File: config.mk
export PLATFORM = sky130hd
export DESIGN_NAME = ierf_ram
export DESIGN_NICKNAME = d
export VERILOG_FILES = /design/src/rtl/ierf_ram.sv
export SDC_FILE = /design/constraint.sdc
export NUM_CORES = 2
export LEC_CHECK = 0
export BUFFER_PORTS_ARGS = -buffer_cell sky130_fd_sc_hd__buf_2
export CORE_ASPECT_RATIO = 0.75
export CORE_MARGIN = 2
export CORE_UTILIZATION = 35
export CTS_CLUSTER_SIZE = 30
export DETAILED_ROUTE_END_ITERATION = 16
export PLACE_DENSITY = 0.51
export SYNTH_ARGS = -nofsm -noshare
export SYNTH_HDL_FRONTEND = slang
export SYNTH_SLANG_ARGS = --single-unit
File: constraint.sdc
create_clock -name clk -period 15.17 [get_ports clk]
set_clock_uncertainty 0.15 [all_clocks]
set_input_delay 3.034 -clock clk [delete_from_list [all_inputs] [get_ports clk]]
set_output_delay 3.034 -clock clk [all_outputs]
set_load 0.02 [all_outputs]
File: src/rtl/ierf_ram.sv
module ierf_ram #(
	parameter int WIDTH = 64,
	parameter int DEPTH = 64
) (
	input  logic                     clk,
	input  logic                     we,
	input  logic [$clog2(DEPTH)-1:0] waddr,
	input  logic [WIDTH-1:0]         wdata,
	input  logic                     re,
	input  logic [$clog2(DEPTH)-1:0] raddr,
	output logic [WIDTH-1:0]         rdata
);

	logic [WIDTH-1:0] mem [DEPTH];

	always_ff @(posedge clk) begin
		if (we) begin
			mem[waddr] <= wdata;
		end
		if (re) begin
			rdata <= mem[raddr];
		end
	end

endmodule

==> summary.md <==
| Metric | Value |
|---|---|
| Core Area | `445600 µm²` |
| Synth warnings | `0` |
| DRT Pass-1 Iters | `6` |
| Total power | `23.91 mW` |
| Starting Density | `35.23%` |
| # Max-Cap Violations | `0` |
| Endpoints failing setup | `0` |
| Arr. time, crit path | `7.56 ns` |
| Cell with the most instances after synthesis | `edfxtp_1` |
| HPWL after DPL | `254500 µm` |
| Clock root buffer | `clkbuf_16` |
| Relative slew slack | `10.09%` |
| Synthesized area | `157000 µm²` |
| Port bufs | `142` |
| Routed WL | `472500 µm` |
| Achievable Freq | `143.1 MHz` |
| CP Depth | `9` |
| Die Area | `454000 µm²` |
| Synth Instances | `6598` |
| Synth top area cells | `edfxtp_1, mux4_2, mux2i_1` |
| Share of cells above drive strength 1 | `28.17%` |
| Gr usage total | `20.46%` |
| Post-route ant nets | `0` |
| Crit-path cells | `buf_8 -> buf_4 -> buf_4 -> nor2b_4 -> buf_4 -> buf_4 -> a22oi_1 -> and3_1 -> a211oi_1` |
| Pins over their slew limit | `0` |
| CP Max Fanout | `54` |
| Crit Path Category | `in -> reg` |
| Hold-critical path depth | `4` |
| Final period util | `46.06%` |
| Initial antenna violation count | `57` |
| Worst hold margin | `0.7711 ns` |
| Register area share after synthesis | `79.57%` |
| Fillcell total | `38886` |
| HP Class | `reg -> reg` |
| Routability cong. | `0.7513` |
| Post-synthesis cell type count | `32` |
| Top post-synthesis cells by count | `edfxtp_1, mux4_2, buf_2` |
| H-tree levels | `5` |
| Fin. Hold Viols | `0` |
| Worst path buffer plus inverter count | `5` |
| Layout area overhead | `13.79%` |
| TNS Setup | `0 ns` |
| Worst R2R Path Depth | `5` |
| Worst path max stage delay | `0.83 ns` |
| Status | `finished clean` |
| RSZ-0062 raised after global routing | `no` |
| Syn Area/Cell | `23.79 µm²` |
| TritonCTS Buffers | `409` |
| Worst-margin pin slew | `1.349 ns` |
| Crit. End Element | `flip-flop` |
| Post-synth ARST share | `0%` |
| Final min period | `6.987 ns` |
| Share of Yosys cell area claimed by the top area cell type | `79.57%` |
| Hold buffer count at cts | `0` |
| Flops & latches, synth | `4160` |
| Top delay family on crit path | `buffers and inverters` |
| IO Pins | `143` |
| DR DRC count | `0` |
| Post-synth EDFFs | `4160` |
| Nets | `7075` |
| GRT Residual Overflow | `0` |
| Crit path launch type | `primary input` |
| Post-route cell area | `178600 µm²` |
| Critical Path RT | `15.74 ns` |
| Vias in the first global route | `75796` |
| Die Width | `777.3 µm` |
| CP max stage cell | `buf_4` |
| Lkg Pwr | `54.77 nW` |
| Synth Net Count | `6677` |
| CP most frequent cell | `buf_4` |
| Post-CTS setup buffer count | `0` |
| Row Count | `212` |
| Post-detailed-route wirelength per cell | `35.73 µm` |
| Clock Sinks | `4160` |
| Vias per std cell | `5.748` |
| Die height | `584.0 µm` |
| Leading area contributor after synthesis | `edfxtp_1` |
| Placed Area | `165600 µm²` |
| Cts repair resizes | `0` |
| PD cells | `133.8 nW/µm²` |
| Clk pin slew, worst setup/hold paths | `0.06 ns` |
| Longest Clk Path Bufs | `4` |
| First-pass GRT wire length | `645500 µm` |
| Clock latency on the worst-skew pair | `0.94 ns` |
| CTS tree | `done` |
| Worst vdd ir | `0.09960 mV` |
| Main synth FF type | `edfxtp_1` |
| Via count | `76016` |
| Drt initial violations | `10030` |
| Largest net degree at the start of global routing | `108` |
sequential cells by signal (all words and copies together), names as in the netlist:
| register | count |
|---|---|
| mem | 4096 |
| rdata | 64 |
final timing paths:
check / startpoint / end / slack, ns
setup / recovery: raddr[2] / rdata[41] / 8.18
hold / removal: mem[52][30] / rdata[30] / 0.77
setup reg to reg: mem[13][34] / rdata[34] / 12.59
hold reg to reg: mem[52][30] / rdata[30] / 0.77
layout make-up:
| cell class | instances | area (µm²) | area share, % |
|---|---|---|---|
| flip-flops and latches | 4160 | 124900 | 69.93 |
| clock inverters | 254 | 2310 | 1.293 |
| multi-input cells | 2049 | 30780 | 17.23 |
| well taps | 5885 | 7363 | 4.122 |
| clock buffers | 487 | 10680 | 5.977 |
| repair buffers | 357 | 2479 | 1.388 |
| diodes | 14 | 35.03 | 0.01961 |
| inverters | 19 | 71.32 | 0.03992 |
report_power, final:
part / total, mW / internal (mW) / switching [mW]
registers: 12.8 / 12.8 / 0.0503
logic: 1.10 / 0.383 / 0.718
clock network: 10.0 / 5.62 / 4.38
metrics by stage:
step	cells	utilization, %	worst slack [ns]
5_1_grt	13217	40.08	8.121
2_1_floorplan	6598	-	6.550
6_report	13225	40.09	8.183
3_3_place_gp	12470	37.16	7.367
4_1_cts	13211	40.08	8.353
3_5_place_dp	12470	37.16	7.360
cell usage in the layout (no fill, tap or decap), types with 19 or more instances in the layout:
cell,n
a211oi_1,63
nor2_1,47
or3_1,29
o221ai_1,38
a41oi_1,26
nand3_1,45
nand2_1,55
mux4_2,1024
a22oi_1,168
buf_4,206
clkinv_2,89
clkinv_1,94
o22ai_1,83
clkbuf_16,416
buf_2,138
and3_1,64
bufinv_16,35
or2_2,28
a2bb2oi_1,19
nor2b_1,24
edfxtp_1,4160
a22o_1,88
inv_1,19
nor2_4,65
mux2i_1,135
clkbuf_1,71
cells by family after synthesis:
group                  count (synthesis)  synth area share (%)
AND/OR/NAND/NOR                      386                 1.235
buffers and inverters                389                 1.176
flip-flops                          4160                 79.57
multiplexers                        1159                 15.55
AO/OA/AOI/OAI                        504                 2.467
worst min-delay path: stages (launching register included):
cell and delay, ns:
edfxtp_1 0.31, mux4_2 0.22, a22oi_1 0.06, nand3_1 0.08, and3_1 0.15
per-layer routing:
metal  global-route usage (%)  wire, µm  share of wire, %
met5                        0        83             0.018
met1                    31.72    212300                45
met2                    30.82    211600                45
met3                    3.122     38630               8.2
met4                    4.086      9860               2.1
Power figures use the tool's default switching activity.
